## src/sv/stepper_position_tracker_assert.svh

```systemverilog
// ----------------------------------------------------------------------------
// stepper_position_tracker_assert.svh
// Assertion macros shared by the stepper position tracker sources.
// ----------------------------------------------------------------------------
`ifndef STEPPER_POSITION_TRACKER_ASSERT_SVH
`define STEPPER_POSITION_TRACKER_ASSERT_SVH

// Same-cycle implication, checked on clk, muted in reset.
`define SPT_ASSERT_NOW(lbl, ante, cons, msg) \
  lbl: assert property (@(posedge clk) disable iff (!rst_n) (ante) |-> (cons)) \
    else $error(msg);

// Next-cycle implication, checked on clk, muted in reset.
`define SPT_ASSERT_NEXT(lbl, ante, cons, msg) \
  lbl: assert property (@(posedge clk) disable iff (!rst_n) (ante) |=> (cons)) \
    else $error(msg);

`endif

```

## src/sv/spt_pkg.sv

```systemverilog
// ----------------------------------------------------------------------------
// spt_pkg
// Widths, command codes and phase codes of the stepper position tracker.
// ----------------------------------------------------------------------------
package spt_pkg;

  localparam int TGT_W  = 16;   // target position, signed
  localparam int STEP_W = 13;   // positions, step counts
  localparam int TOT_W  = 12;   // total travel register
  localparam int PCT_W  = 8;    // percent times two
  localparam int PROD_W = 20;   // position * 200
  localparam int QBITS  = 8;    // quotient bits produced by the divider

  localparam logic [TOT_W-1:0]  TOTAL_RESET = 12'd700;
  localparam logic [PROD_W-1:0] PCT_SCALE   = 20'd200;
  localparam logic [PCT_W-1:0]  PCT_FULL    = 8'd200;

  typedef enum logic [1:0] {
    CMD_NONE = 2'd0,
    CMD_RUN  = 2'd1,
    CMD_STOP = 2'd2
  } cmd_t;

  typedef enum logic [1:0] {
    PH_HOME  = 2'd0,
    PH_WAIT  = 2'd1,
    PH_TRACK = 2'd2
  } phase_t;

  // Divider handshake: pulse in, pulse out.
  typedef struct packed {
    logic start;
  } div_ctl_t;

  typedef struct packed {
    logic busy;
    logic done;
  } div_stat_t;

endpackage

```

## src/sv/spt_if.sv

```systemverilog
// ----------------------------------------------------------------------------
// spt_if
// Valid/ready channels of the stepper position tracker: tick in, result out.
// ----------------------------------------------------------------------------
interface spt_in_if;
  import spt_pkg::*;
  logic                     valid;
  logic                     ready;
  logic signed [TGT_W-1:0]  target_position;
  logic                     motor_busy;
  logic [STEP_W-1:0]        executed_steps;
  logic                     throttle_switch;

  modport source (output valid, target_position, motor_busy, executed_steps,
                  throttle_switch, input ready);
  modport sink   (input valid, target_position, motor_busy, executed_steps,
                  throttle_switch, output ready);
endinterface

interface spt_out_if;
  import spt_pkg::*;
  logic               valid;
  logic               ready;
  logic [1:0]         command;
  logic               direction;
  logic [STEP_W-1:0]  run_steps;
  logic [PCT_W-1:0]   percent_position;
  logic               percent_valid;

  modport source (output valid, command, direction, run_steps, percent_position,
                  percent_valid, input ready);
  modport sink   (input valid, command, direction, run_steps, percent_position,
                  percent_valid, output ready);
endinterface

```

## src/sv/stepper_position_tracker.sv

```systemverilog
// ----------------------------------------------------------------------------
// stepper_position_tracker
// Open-loop stepper position keeper. One word on in_ch is one control tick
// (target, motor busy, executed steps, throttle switch); each tick gives
// exactly one word on out_ch (command, direction, run steps, percent).
// cfg_we/cfg_wdata write total_steps; write only while the block is idle.
// Reset (rst_n low, synchronous) sets total_steps to 700 and the homing
// phase: the first tick issues an opening run, then ticks wait for the motor
// to go idle, then tracking starts at position zero.
// Flow: a homing or waiting tick passes ST_UPDATE and ST_DONE; a tracking
// tick passes ST_UPDATE, ST_DECIDE, ST_PCT, ST_DIV and ST_DONE, ST_DIV set by
// the 8-step serial divider that forms the percentage (skipped when travel
// is zero or below the position). in_ch.ready is low from accept until the
// result is in the output register, so a new tick waits for the last one.
// If the receiver stalls, the result waits in the output register; the
// block works the next tick meanwhile and holds it until out_ch frees.
// ----------------------------------------------------------------------------
module stepper_position_tracker
  import spt_pkg::*;
(
  input  logic              clk,
  input  logic              rst_n,
  spt_in_if.sink            in_ch,
  spt_out_if.source         out_ch,
  input  logic              cfg_we,
  input  logic [TOT_W-1:0]  cfg_wdata
);

  typedef enum logic [2:0] {
    ST_IDLE,
    ST_UPDATE,
    ST_DECIDE,
    ST_PCT,
    ST_DIV,
    ST_DONE
  } state_t;

  localparam int RB_W = STEP_W + 2;   // rebuild sum, signed

  // Control and state registers
  state_t              state_r, state_nxt;
  phase_t              phase_r, phase_nxt;
  logic [TOT_W-1:0]    total_r;
  logic [STEP_W-1:0]   position_r, position_nxt;
  logic [STEP_W-1:0]   start_r, start_nxt;
  logic                reversing_r, reversing_nxt;
  logic                moving_up_r, moving_up_nxt;
  logic                out_valid_r, out_valid_nxt;

  // Captured tick
  logic signed [TGT_W-1:0] tgt_r;
  logic                busy_r;
  logic [STEP_W-1:0]   done_r;
  logic                sw_r;

  // Working result
  logic [STEP_W-1:0]   clamp_r, clamp_nxt;
  cmd_t                cmd_r, cmd_nxt;
  logic                dir_r, dir_nxt;
  logic [STEP_W-1:0]   run_r, run_nxt;
  logic [PCT_W-1:0]    pct_r, pct_nxt;
  logic                pvalid_r, pvalid_nxt;

  // Output register
  cmd_t                o_cmd_r;
  logic                o_dir_r;
  logic [STEP_W-1:0]   o_run_r;
  logic [PCT_W-1:0]    o_pct_r;
  logic                o_pvalid_r;

  // Divider
  div_ctl_t            div_ctl;
  div_stat_t           div_stat;
  logic [PROD_W-1:0]   div_prod;
  logic [QBITS-1:0]    div_quo;

  logic                in_fire;
  logic                out_free;
  logic signed [TGT_W-1:0] tot_s;
  logic signed [RB_W-1:0]  rb_sum;
  logic signed [RB_W-1:0]  rb_tot;
  logic [STEP_W-1:0]   rb_pos;
  logic signed [STEP_W:0]  diff;
  logic [STEP_W-1:0]   diff_abs;

  assign in_ch.ready = (state_r == ST_IDLE);
  assign in_fire     = in_ch.valid && in_ch.ready;
  assign out_free    = !out_valid_r || out_ch.ready;

  assign tot_s  = $signed({{(TGT_W-TOT_W){1'b0}}, total_r});
  assign rb_tot = $signed({{(RB_W-TOT_W){1'b0}}, total_r});

  // Position rebuilt from the driver count after a stop
  assign rb_sum = moving_up_r
                ? $signed({2'b00, start_r}) + $signed({2'b00, done_r})
                : $signed({2'b00, start_r}) - $signed({2'b00, done_r});
  always_comb begin
    if (rb_sum < 0) begin
      rb_pos = '0;
    end else if (rb_sum > rb_tot) begin
      rb_pos = {1'b0, total_r};
    end else begin
      rb_pos = rb_sum[STEP_W-1:0];
    end
  end

  assign diff     = $signed({1'b0, clamp_r}) - $signed({1'b0, position_r});
  assign diff_abs = diff[STEP_W] ? STEP_W'(-diff) : diff[STEP_W-1:0];

  // position is at most total here, so 12 bits carry it
  assign div_prod = PROD_W'(position_r[TOT_W-1:0]) * PCT_SCALE;

  always_comb begin
    state_nxt     = state_r;
    phase_nxt     = phase_r;
    position_nxt  = position_r;
    start_nxt     = start_r;
    reversing_nxt = reversing_r;
    moving_up_nxt = moving_up_r;
    out_valid_nxt = out_valid_r;
    clamp_nxt     = clamp_r;
    cmd_nxt       = cmd_r;
    dir_nxt       = dir_r;
    run_nxt       = run_r;
    pct_nxt       = pct_r;
    pvalid_nxt    = pvalid_r;
    div_ctl.start = 1'b0;

    if (out_valid_r && out_ch.ready) begin
      out_valid_nxt = 1'b0;
    end

    unique case (state_r)
      ST_IDLE: begin
        if (in_fire) begin
          state_nxt = ST_UPDATE;
        end
      end
      ST_UPDATE: begin
        cmd_nxt    = CMD_NONE;
        dir_nxt    = 1'b0;
        run_nxt    = '0;
        pct_nxt    = '0;
        pvalid_nxt = 1'b0;
        case (phase_r)
          PH_HOME: begin
            cmd_nxt   = CMD_RUN;
            run_nxt   = sw_r ? ({1'b0, total_r} + STEP_W'(total_r >> 5))
                             : STEP_W'(total_r >> 2);
            phase_nxt = PH_WAIT;
            state_nxt = ST_DONE;
          end
          PH_WAIT: begin
            if (!busy_r) begin
              phase_nxt     = PH_TRACK;
              position_nxt  = '0;
              reversing_nxt = 1'b0;
            end
            state_nxt = ST_DONE;
          end
          default: begin
            // Tracking, and the unused phase code behaves the same
            if (tgt_r < 0) begin
              clamp_nxt = '0;
            end else if (tgt_r > tot_s) begin
              clamp_nxt = {1'b0, total_r};
            end else begin
              clamp_nxt = tgt_r[STEP_W-1:0];
            end
            if (reversing_r && !busy_r) begin
              position_nxt  = rb_pos;
              reversing_nxt = 1'b0;
            end
            state_nxt = ST_DECIDE;
          end
        endcase
      end
      ST_DECIDE: begin
        if (!reversing_r) begin
          if (!busy_r) begin
            if (diff != 0) begin
              moving_up_nxt = !diff[STEP_W];
              cmd_nxt       = CMD_RUN;
              dir_nxt       = !diff[STEP_W];
              run_nxt       = diff_abs;
              start_nxt     = position_r;
              position_nxt  = clamp_r;
            end
          end else if ((position_r < start_r) != (clamp_r < start_r)) begin
            // target crossed the start point of the running move
            cmd_nxt       = CMD_STOP;
            reversing_nxt = 1'b1;
          end
        end
        pvalid_nxt = 1'b1;
        state_nxt  = ST_PCT;
      end
      ST_PCT: begin
        if (total_r == '0) begin
          pct_nxt   = '0;
          state_nxt = ST_DONE;
        end else if (position_r > {1'b0, total_r}) begin
          pct_nxt   = PCT_FULL;
          state_nxt = ST_DONE;
        end else begin
          div_ctl.start = 1'b1;
          state_nxt     = ST_DIV;
        end
      end
      ST_DIV: begin
        if (div_stat.done) begin
          pct_nxt   = div_quo;
          state_nxt = ST_DONE;
        end
      end
      ST_DONE: begin
        if (out_free) begin
          out_valid_nxt = 1'b1;
          state_nxt     = ST_IDLE;
        end
      end
      default: begin
        state_nxt = ST_IDLE;
      end
    endcase
  end

  always_ff @(posedge clk) begin
    if (!rst_n) begin
      state_r     <= ST_IDLE;
      phase_r     <= PH_HOME;
      total_r     <= TOTAL_RESET;
      position_r  <= '0;
      start_r     <= '0;
      reversing_r <= 1'b0;
      moving_up_r <= 1'b0;
      out_valid_r <= 1'b0;
    end else begin
      state_r     <= state_nxt;
      phase_r     <= phase_nxt;
      position_r  <= position_nxt;
      start_r     <= start_nxt;
      reversing_r <= reversing_nxt;
      moving_up_r <= moving_up_nxt;
      out_valid_r <= out_valid_nxt;
      if (cfg_we) begin
        total_r <= cfg_wdata;
      end
    end
  end

  // Payload registers
  always_ff @(posedge clk) begin
    if (in_fire) begin
      tgt_r  <= in_ch.target_position;
      busy_r <= in_ch.motor_busy;
      done_r <= in_ch.executed_steps;
      sw_r   <= in_ch.throttle_switch;
    end
    clamp_r  <= clamp_nxt;
    cmd_r    <= cmd_nxt;
    dir_r    <= dir_nxt;
    run_r    <= run_nxt;
    pct_r    <= pct_nxt;
    pvalid_r <= pvalid_nxt;
    if (state_r == ST_DONE && out_free) begin
      o_cmd_r    <= cmd_r;
      o_dir_r    <= dir_r;
      o_run_r    <= run_r;
      o_pct_r    <= pct_r;
      o_pvalid_r <= pvalid_r;
    end
  end

  spt_div u_div (
    .clk      (clk),
    .rst_n    (rst_n),
    .ctl      (div_ctl),
    .dividend (div_prod),
    .divisor  (total_r),
    .stat     (div_stat),
    .quotient (div_quo)
  );

  assign out_ch.valid            = out_valid_r;
  assign out_ch.command          = o_cmd_r;
  assign out_ch.direction        = o_dir_r;
  assign out_ch.run_steps        = o_run_r;
  assign out_ch.percent_position = o_pct_r;
  assign out_ch.percent_valid    = o_pvalid_r;

  `include "stepper_position_tracker_assert.svh"

  `SPT_ASSERT_NEXT(a_busy_after_accept, in_fire, !in_ch.ready,
                   "input taken again right after accept")
  `SPT_ASSERT_NOW(a_run_fields_clear,
                  out_ch.valid && (out_ch.command != CMD_RUN),
                  !out_ch.direction && (out_ch.run_steps == '0),
                  "direction or run steps set without run command")
  `SPT_ASSERT_NOW(a_pct_gated, out_ch.valid && !out_ch.percent_valid,
                  out_ch.percent_position == '0,
                  "percent reported outside tracking")
  `SPT_ASSERT_NOW(a_pct_range, out_ch.valid, out_ch.percent_position <= PCT_FULL,
                  "percent above full scale")
  `SPT_ASSERT_NOW(a_div_idle_outside, div_stat.busy,
                  (state_r == ST_DIV) && !in_ch.ready,
                  "divider running outside its wait state")

endmodule

```

## src/sv/spt_div.sv

```systemverilog
// ----------------------------------------------------------------------------
// spt_div
// Restoring shift-subtract divider, one quotient bit per cycle. The caller
// guarantees dividend < divisor * 2^QBITS, so QBITS steps give the quotient.
// ----------------------------------------------------------------------------
module spt_div
  import spt_pkg::*;
(
  input  logic              clk,
  input  logic              rst_n,
  input  div_ctl_t          ctl,
  input  logic [PROD_W-1:0] dividend,
  input  logic [TOT_W-1:0]  divisor,
  output div_stat_t         stat,
  output logic [QBITS-1:0]  quotient
);

  localparam int CNT_W = $clog2(QBITS);
  localparam logic [CNT_W-1:0] CNT_LAST = CNT_W'(QBITS - 1);

  logic                busy_r;
  logic                done_r;
  logic [CNT_W-1:0]    cnt_r;
  logic [TOT_W-1:0]    rem_r;
  logic [QBITS-1:0]    low_r;
  logic [QBITS-1:0]    quo_r;

  logic [TOT_W:0]      trial;
  logic                ge;
  logic [TOT_W:0]      diff;

  assign trial = {rem_r, low_r[QBITS-1]};
  assign ge    = (trial >= {1'b0, divisor});
  assign diff  = trial - {1'b0, divisor};

  always_ff @(posedge clk) begin
    if (!rst_n) begin
      busy_r <= 1'b0;
      done_r <= 1'b0;
      cnt_r  <= '0;
    end else begin
      done_r <= busy_r && (cnt_r == CNT_LAST);
      if (ctl.start) begin
        busy_r <= 1'b1;
        cnt_r  <= '0;
      end else if (busy_r) begin
        cnt_r <= cnt_r + 1'b1;
        if (cnt_r == CNT_LAST) begin
          busy_r <= 1'b0;
        end
      end
    end
  end

  // Datapath, no reset needed.
  always_ff @(posedge clk) begin
    if (ctl.start) begin
      rem_r <= dividend[PROD_W-1:QBITS];
      low_r <= dividend[QBITS-1:0];
      quo_r <= '0;
    end else if (busy_r) begin
      rem_r <= ge ? diff[TOT_W-1:0] : trial[TOT_W-1:0];
      low_r <= {low_r[QBITS-2:0], 1'b0};
      quo_r <= {quo_r[QBITS-2:0], ge};
    end
  end

  assign stat.busy = busy_r;
  assign stat.done = done_r;
  assign quotient  = quo_r;

endmodule

```

## src/flat_wrapper.sv

```systemverilog
// flat-port wrapper written by rule: the top's interface ports become plain ports
module stepper_position_tracker_flat import spt_pkg::*;
  (clk, rst_n, cfg_we, cfg_wdata, in_ch_valid, in_ch_target_position, in_ch_motor_busy, in_ch_executed_steps, in_ch_throttle_switch, in_ch_ready, out_ch_valid, out_ch_command, out_ch_direction, out_ch_run_steps, out_ch_percent_position, out_ch_percent_valid, out_ch_ready);
  spt_in_if in_ch_i ();
  spt_out_if out_ch_i ();
  input  logic clk;
  input  logic rst_n;
  input  logic cfg_we;
  input  logic [TOT_W-1:0] cfg_wdata;
  input wire logic [$bits(in_ch_i.valid)-1:0] in_ch_valid;
  input wire logic [$bits(in_ch_i.target_position)-1:0] in_ch_target_position;
  input wire logic [$bits(in_ch_i.motor_busy)-1:0] in_ch_motor_busy;
  input wire logic [$bits(in_ch_i.executed_steps)-1:0] in_ch_executed_steps;
  input wire logic [$bits(in_ch_i.throttle_switch)-1:0] in_ch_throttle_switch;
  output wire logic [$bits(in_ch_i.ready)-1:0] in_ch_ready;
  output wire logic [$bits(out_ch_i.valid)-1:0] out_ch_valid;
  output wire logic [$bits(out_ch_i.command)-1:0] out_ch_command;
  output wire logic [$bits(out_ch_i.direction)-1:0] out_ch_direction;
  output wire logic [$bits(out_ch_i.run_steps)-1:0] out_ch_run_steps;
  output wire logic [$bits(out_ch_i.percent_position)-1:0] out_ch_percent_position;
  output wire logic [$bits(out_ch_i.percent_valid)-1:0] out_ch_percent_valid;
  input wire logic [$bits(out_ch_i.ready)-1:0] out_ch_ready;
  assign in_ch_i.valid = in_ch_valid;
  assign in_ch_i.target_position = in_ch_target_position;
  assign in_ch_i.motor_busy = in_ch_motor_busy;
  assign in_ch_i.executed_steps = in_ch_executed_steps;
  assign in_ch_i.throttle_switch = in_ch_throttle_switch;
  assign in_ch_ready = in_ch_i.ready;
  assign out_ch_valid = out_ch_i.valid;
  assign out_ch_command = out_ch_i.command;
  assign out_ch_direction = out_ch_i.direction;
  assign out_ch_run_steps = out_ch_i.run_steps;
  assign out_ch_percent_position = out_ch_i.percent_position;
  assign out_ch_percent_valid = out_ch_i.percent_valid;
  assign out_ch_i.ready = out_ch_ready;
  stepper_position_tracker u_core (.clk(clk), .rst_n(rst_n), .in_ch(in_ch_i), .out_ch(out_ch_i), .cfg_we(cfg_we), .cfg_wdata(cfg_wdata));
endmodule
```

## config.mk

```make
export PLATFORM = sky130hd
export DESIGN_NAME = stepper_position_tracker_flat
export DESIGN_NICKNAME = d
export VERILOG_FILES = /design/src/sv/spt_pkg.sv /design/src/sv/spt_if.sv /design/src/sv/stepper_position_tracker.sv /design/src/sv/spt_div.sv /design/src/flat_wrapper.sv
export VERILOG_INCLUDE_DIRS = /design/src /design/src/sv
export SDC_FILE = /design/constraint.sdc
export NUM_CORES = 1
export LEC_CHECK = 0
export BUFFER_PORTS_ARGS = -buffer_cell sky130_fd_sc_hd__buf_4
export CAP_MARGIN = 20
export CORE_ASPECT_RATIO = 0.5
export CORE_MARGIN = 3
export CORE_UTILIZATION = 40
export CTS_CLUSTER_SIZE = 10
export DETAILED_ROUTE_END_ITERATION = 8
export HOLD_SLACK_MARGIN = 0.05
export SYNTH_ARGS = -nofsm -noshare
export SYNTH_HDL_FRONTEND = slang
export SYNTH_SLANG_ARGS = --single-unit
export TNS_END_PERCENT = 10
```

## constraint.sdc

```tcl
create_clock -name clk -period 3.8 [get_ports clk]
set_input_delay 0.19 -clock clk [delete_from_list [all_inputs] [get_ports clk]]
set_output_delay 0.19 -clock clk [all_outputs]
set_load 0.02 [all_outputs]
```

== Yosys cells after proc, flatten, opt, wreduce, memory -nomap -nowiden ==
Cells that the tools add are included.
Word-level totals
  word-level logic and storage cells: 163
  flip-flop bits (word level): 170
  output and inout bits: 27
Cells by class
  muxes and demuxes: 63
  order comparisons: 8
  bitwise operators: 4
  $add $sub $neg: 7
  reductions and logical operators: 29
  $mul: 1
  equality and inequality tests: 21
Operator list (count)
  two-way mux 13 bit: 13
  one-hot mux 13 bit (2 select lines): 3
  two-way mux 12 bit: 4
  two-way mux 8 bit: 5
  nonzero test 32 bit: 1
  subtractor 13 x 13 -> 14 bit: 2
  < comparator 13 bit: 2
  one-hot mux 8 bit (3 select lines): 1
  two-way mux 1 bit: 19
  one-hot mux 3 bit (6 select lines): 1
  multiplier 12 x 5 -> 17 bit (second input constant): 1
  > comparator 16 x 13 -> 1 bit: 1
  < comparator 16 x 1 -> 1 bit (second input constant): 1
  AND reduction 4 bit: 4
  > comparator 15 x 13 -> 1 bit: 1
  < comparator 15 x 1 -> 1 bit (second input constant): 1
  two-way mux 15 bit: 1
  two-way mux 3 bit: 5
  adder 13 x 13 -> 14 bit: 1
  adder 12 x 7 -> 13 bit: 1
  >= comparator 13 x 12 -> 1 bit: 1
  > comparator 13 x 12 -> 1 bit: 1
  negation 13 bit: 1
  zero test 12 bit: 1
  26 further kinds: 61

== Depth between registers and ports, before layout ==
  depth in word-level cells: 8
  mapped depth: 21

== By module ==
From an unflattened synthesis, not the netlist that was laid out.
Unflattened totals
  cell total of the unflattened synthesis: 1255
  area, all modules: 12499.5 sq um
Modules (own cells, without submodules)
  stepper_position_tracker: area an instance 10421.2 sq um, instances 1, cells an instance 1059
  spt_div: area an instance 2078.2 sq um, instances 1, cells an instance 196

== Worst setup path before layout ==
Ideal clock, no wire load.
  path kind: register to register
  start point: register u_core.done_r[1]
  end point: register u_core.position_r[10]
  required time: 3.678 ns
  stages on the path, launching flop included: 20
  slack: -0.374 ns
  setup time: 0.122 ns
  clock period less this slack: 4.174 ns
  path buffers: 0
  arrival: 4.053 ns
  cell sequence: edfxtp_1 inv_1 ha_1 nand2b_1 a221oi_1 o21ai_0 a211o_1 o311ai_0 nand3_1 nor2b_1 ha_1 nand2_1 or2_2 a211oi_1 a2111oi_0 a2bb2oi_1 o21a_2 mux2_2 a22oi_1 a21oi_1
Between the ends
  cells in the longest elaborated chain, start to end: 8
  elaborated cells between the ends (all ways): 10
RTL lines
  from (decl): line stepper_position_tracker.sv:53  | logic [STEP_W-1:0] done_r;
  from (signal assigned): line stepper_position_tracker.sv:257  | done_r <= in_ch.executed_steps;
  subtractor 13 x 13 -> 14 bit / adder 13 x 13 -> 14 bit (equally long branches): line stepper_position_tracker.sv:96, stepper_position_tracker.sv:95
  two-way mux 15 bit *: line stepper_position_tracker.sv:95  | ? $signed({2'b00, start_r}) + $signed({2'b00, done_r})
  > comparator 15 x 13 -> 1 bit: line stepper_position_tracker.sv:100  | end else if (rb_sum > rb_tot) begin
  two-way mux 13 bit: line stepper_position_tracker.sv:100
  two-way mux 13 bit *: line stepper_position_tracker.sv:98  | if (rb_sum < 0) begin
  two-way mux 13 bit *: line stepper_position_tracker.sv:170  | if (reversing_r && !busy_r) begin
  one-hot mux 13 bit (2 select lines) *: line stepper_position_tracker.sv:145  | case (phase_r)
  one-hot mux 13 bit (2 select lines) *: line stepper_position_tracker.sv:133  | unique case (state_r)
  to (signal assigned): line stepper_position_tracker.sv:241  | position_r <= position_nxt;
  to (decl): line stepper_position_tracker.sv:44  | logic [STEP_W-1:0] position_r, position_nxt;
Mark *: on every way between the ends. The rest lies on a longest branch, timed or not. The select of a mux whose other input is x is not followed.
A chain may end at the register's enable or synchronous reset.

== Worst setup path in the final report ==
  start point: register u_core.done_r[0]
  end point: register u_core.position_r[5]
Same word-level chain as after synthesis.

==> impl_metrics.py <==
metrics = {
    "run_status": {
        "outcome": "finished, violations left",
        "violations": "setup timing",
    },
    "logic_synthesis": {
        "synth.distinct_cells": 79,
        "netlist_area_um2": 12100,
        "synth_edf_count": 111,
        "synth-main-ff-cell": "edfxtp_1",
        "synth-seq-cells": 170,
        "synth_warnings": 0,
        "synth_xor_area_share_pct": 4.11,
        "synth_compound_area_share_pct": 18.1,
        "avgSynthCellArea_um2": 9.66,
        "muxShareOfSynthArea_pct": 2.91,
        "synth-simple-area-share_pct": 14.0,
        "synth_top_family_by_area": "adder cells",
        "synth_fa_ha_area_share_pct": 18.7,
        "async_flop_share_pct": 0,
        "seq_area_frac_synth_pct": 37.2,
        "synth_nets": 1478,
        "syn-instance-count": 1256,
    },
    "worst_hold_path": {
        "min_path_type": "in -> reg",
    },
    "sta": {
        "fmax_mhz": 244,
        "setup_viol": 12,
        "hold_viol_final": 0,
        "slew_headroom_pct": 52.9,
        "rsz0062_at_grt": "true",
        "fin_skew_ns": 0.00986,
        "slew_violations": 0,
        "tightest_slew_ns": 0.703,
        "finalCriticalPeriod_ns": 4.09,
        "setup_slack_ns": -0.290,
        "timing.hold.ws_ns": 0.134,
        "period_share_pct": 108,
        "setup_tns_ns": -2.69,
    },
    "floorplanning": {
        "die_area_um2": 32600,
        "die_y_um": 129,
        "core_um2": 29500,
        "ios": 75,
        "row_count": 44,
        "start_util_pct": 41.2,
        "die_w_um": 252,
    },
    "run": {
        "cap_violations": 0,
    },
    "layout": {
        "diodes": 0,
        "multi_input_area_um2": 7130,
        "fillCellCount": 2711,
        "final_cell_mix": "buf_4 (193), ha_1 (161), edfxtp_1 (111)",
        "final_layout_size_suffix_gt1_share_pct": 18.6,
        "regArea_um2": 4520,
        "nNetsFinal": 1692,
        "layout_commonest_cell": "buf_4",
        "fin_util_pct": 51.2,
        "area_delta_synth_final_pct": 24.2,
    },
    "cts": {
        "clk_pin_slew_ns": 0.08,
        "cts-buffers-inserted": 17,
        "clockBufferDepth": 2,
        "htree_levels": 4,
        "clock_sinks": 170,
        "clkLatencyLatePin_ns": 0.46,
        "root_buffer": "clkbuf_16",
        "cts_tree": "done",
    },
    "worst_setup_path": {
        "cp_cell_sequence": "ha_4 > inv_2 > fa_2 > a21o_1 > a221o_1 > o41ai_4 > a21oi_1 > xor2_1 > ha_1 > nand3_1 > a21oi_1 > a2111oi_2 > a2bb2oi_2 > o21ai_2 > a21o_1 > a32oi_1 > a21oi_1",
        "start_kind": "register",
        "endpoint_kind": "register",
        "worstPathMaxFanout": 15,
        "cp_slowest_cell": "edfxtp_1",
        "crit_path_frequent_cell": "a21oi_1",
        "worstPathRequired_ns": 4.15,
        "worst_path_largest_cell_delay_ns": 0.39,
        "worstSetupPathType": "reg -> reg",
        "critPathArrivalTime_ns": 4.44,
    },
    "grt": {
        "grt_pass1_vias": 10100,
        "antenna_found_initial": 0,
        "grt_overflow": 0,
        "grt_pass1_wl_um": 54200,
        "grt_max_degree": 65,
        "gr-usage-all-layers_pct": 21.6,
    },
    "power": {
        "seqPwrFrac_pct": 42.7,
        "p_int_w": 0.00346,
        "irDropWorstVdd_mv": 0.364,
        "p_clk_share_pct": 34.9,
        "powerDensity_nw_per_um2": 332,
        "switching_power_w": 0.00154,
        "switching_share_pct": 30.8,
        "power_frac_comb_pct": 22.4,
        "p_leak_nw": 6.53,
    },
    "routing": {
        "drcViolationCount": 0,
        "drtPass1Iterations": 5,
        "drtAntennaViolNets": 0,
        "drt_iter0_drc": 796,
        "routed_via_density": 5.45,
        "routedWlPerCell_um": 18.3,
        "vias": 10200,
        "wirelength_um": 34300,
    },
    "placed_design": {
        "portBuffers": 74,
        "gp_congestion": 0.919,
        "pre_cts_ws_ns": -0.346,
        "dp_hpwl_um": 26500,
    },
}
[synth_stat cells (14+ instances only)]
cell	n	area share, %
o21ai_1	25	1.0
ha_1	162	17
o211ai_1	16	0.99
nand2b_1	19	0.98
nand3_1	40	1.6
nor2_1	66	2.0
nor2b_1	21	1.1
dfxtp_1	59	9.7
clkbuf_1	32	0.99
and3_1	14	0.72
edfxtp_1	111	27
nand2_1	79	2.4
a21o_1	31	1.9
nand3b_1	17	1.1
inv_1	111	3.4
mux2i_1	33	2.7
o21a_1	18	1.1
a21oi_1	73	3.0
nor3_1	22	0.91
o21ai_0	56	2.3
xor2_1	16	1.2
a211oi_1	14	0.87
xnor2_1	41	3.0
[metal layers]
layer  share of wire [%]  up-vias  global-route usage (%)
li1                    -     5006                       -
met1                  49     4860                    30.2
met2                  43      294                    33.3
met3                 5.8       55                    3.75
met4                 2.9        0                    8.63
met5                   0        -                       0
[power groups by stage]
| stage | combinational [W] | clock [W] | sequential, W |
|---|---|---|---|
| finish | 0.00112 | 0.00175 | 0.00213 |
| floorplan | 0.000672 | 0 | 0.00217 |
| CTS | 0.00111 | 0.00178 | 0.00213 |
| global placement | 0.00103 | 0 | 0.00217 |
| global route | 0.00124 | 0.00185 | 0.00214 |
| detailed placement | 0.00106 | 0 | 0.00217 |
[critical path: cells and delay by family (launching register included)]
kind	cells	cell delay, ns
AO/OA/AOI/OAI	11	2.40
adder cells (fa/ha/maj)	3	0.82
flip-flops	1	0.39
XOR/XNOR	1	0.22
AND/OR/NAND/NOR	1	0.09
buffers and inverters	1	0.04
[sequential cells by signal, summed over array words and instances, names as in the netlist, 2 cells and up]
signal,count
u_core.clamp_r,13
u_core.cmd_r,2
u_core.done_r,13
u_core.out_ch.command,2
u_core.out_ch.percent_position,8
u_core.out_ch.run_steps,13
u_core.pct_r,8
u_core.phase_r,2
u_core.position_r,13
u_core.run_r,13
u_core.start_r,13
u_core.state_r,3
u_core.tgt_r,16
u_core.total_r,12
u_core.u_div.cnt_r,3
u_core.u_div.low_r,5
u_core.u_div.quotient,8
u_core.u_div.rem_r,12
[stage by stage]
stage	instance area [um^2]	instances	power, W
3_3_place_gp	14000	1795	0.00321
3_5_place_dp	14000	1796	0.00323
2_1_floorplan	12200	1256	0.00284
4_1_cts	15000	1874	0.00502
5_1_grt	15100	1874	0.00524
6_report	15100	1874	0.00500
[cells by family after synthesis]
family | after synthesis
buffers and inverters | 156
muxes | 35
AOI/OAI and AO/OA | 333
other | 1
adders and majority gates | 174
DFF | 170
xor gates and xnor gates | 57
and+or+nand+nor | 330
[path summary, 6_finish.rpt]
path | start | to | slack [ns] | cells after the start
setup / recovery | u_core.done_r[0] | u_core.position_r[5] | -0.29 | 17
hold / removal | cfg_we | u_core.total_r[7] | 0.13 | 3
setup reg to reg | u_core.done_r[0] | u_core.position_r[5] | -0.29 | 17
hold reg to reg | u_core.run_r[5] | u_core.out_ch.run_steps[5] | 0.42 | 0
[cell type report]
class                      count  area share [%]
sequential                   170            30.0
clock buffer                  18            2.85
tap                          391            3.25
inverter                     111            2.76
multi-input combinational    930            47.3
clock inverter                14            1.01
timing repair buffer         240            12.9
[repair_timing]
action,4_1_cts,5_1_grt
hold endpoints to repair,44,0
setup endpoints to repair,14,17
gates resized for setup,6,11
hold buffers,44,0
setup buffers,2,0
pin swaps,4,1
No activity file was read; power rests on OpenSTA's default activity.
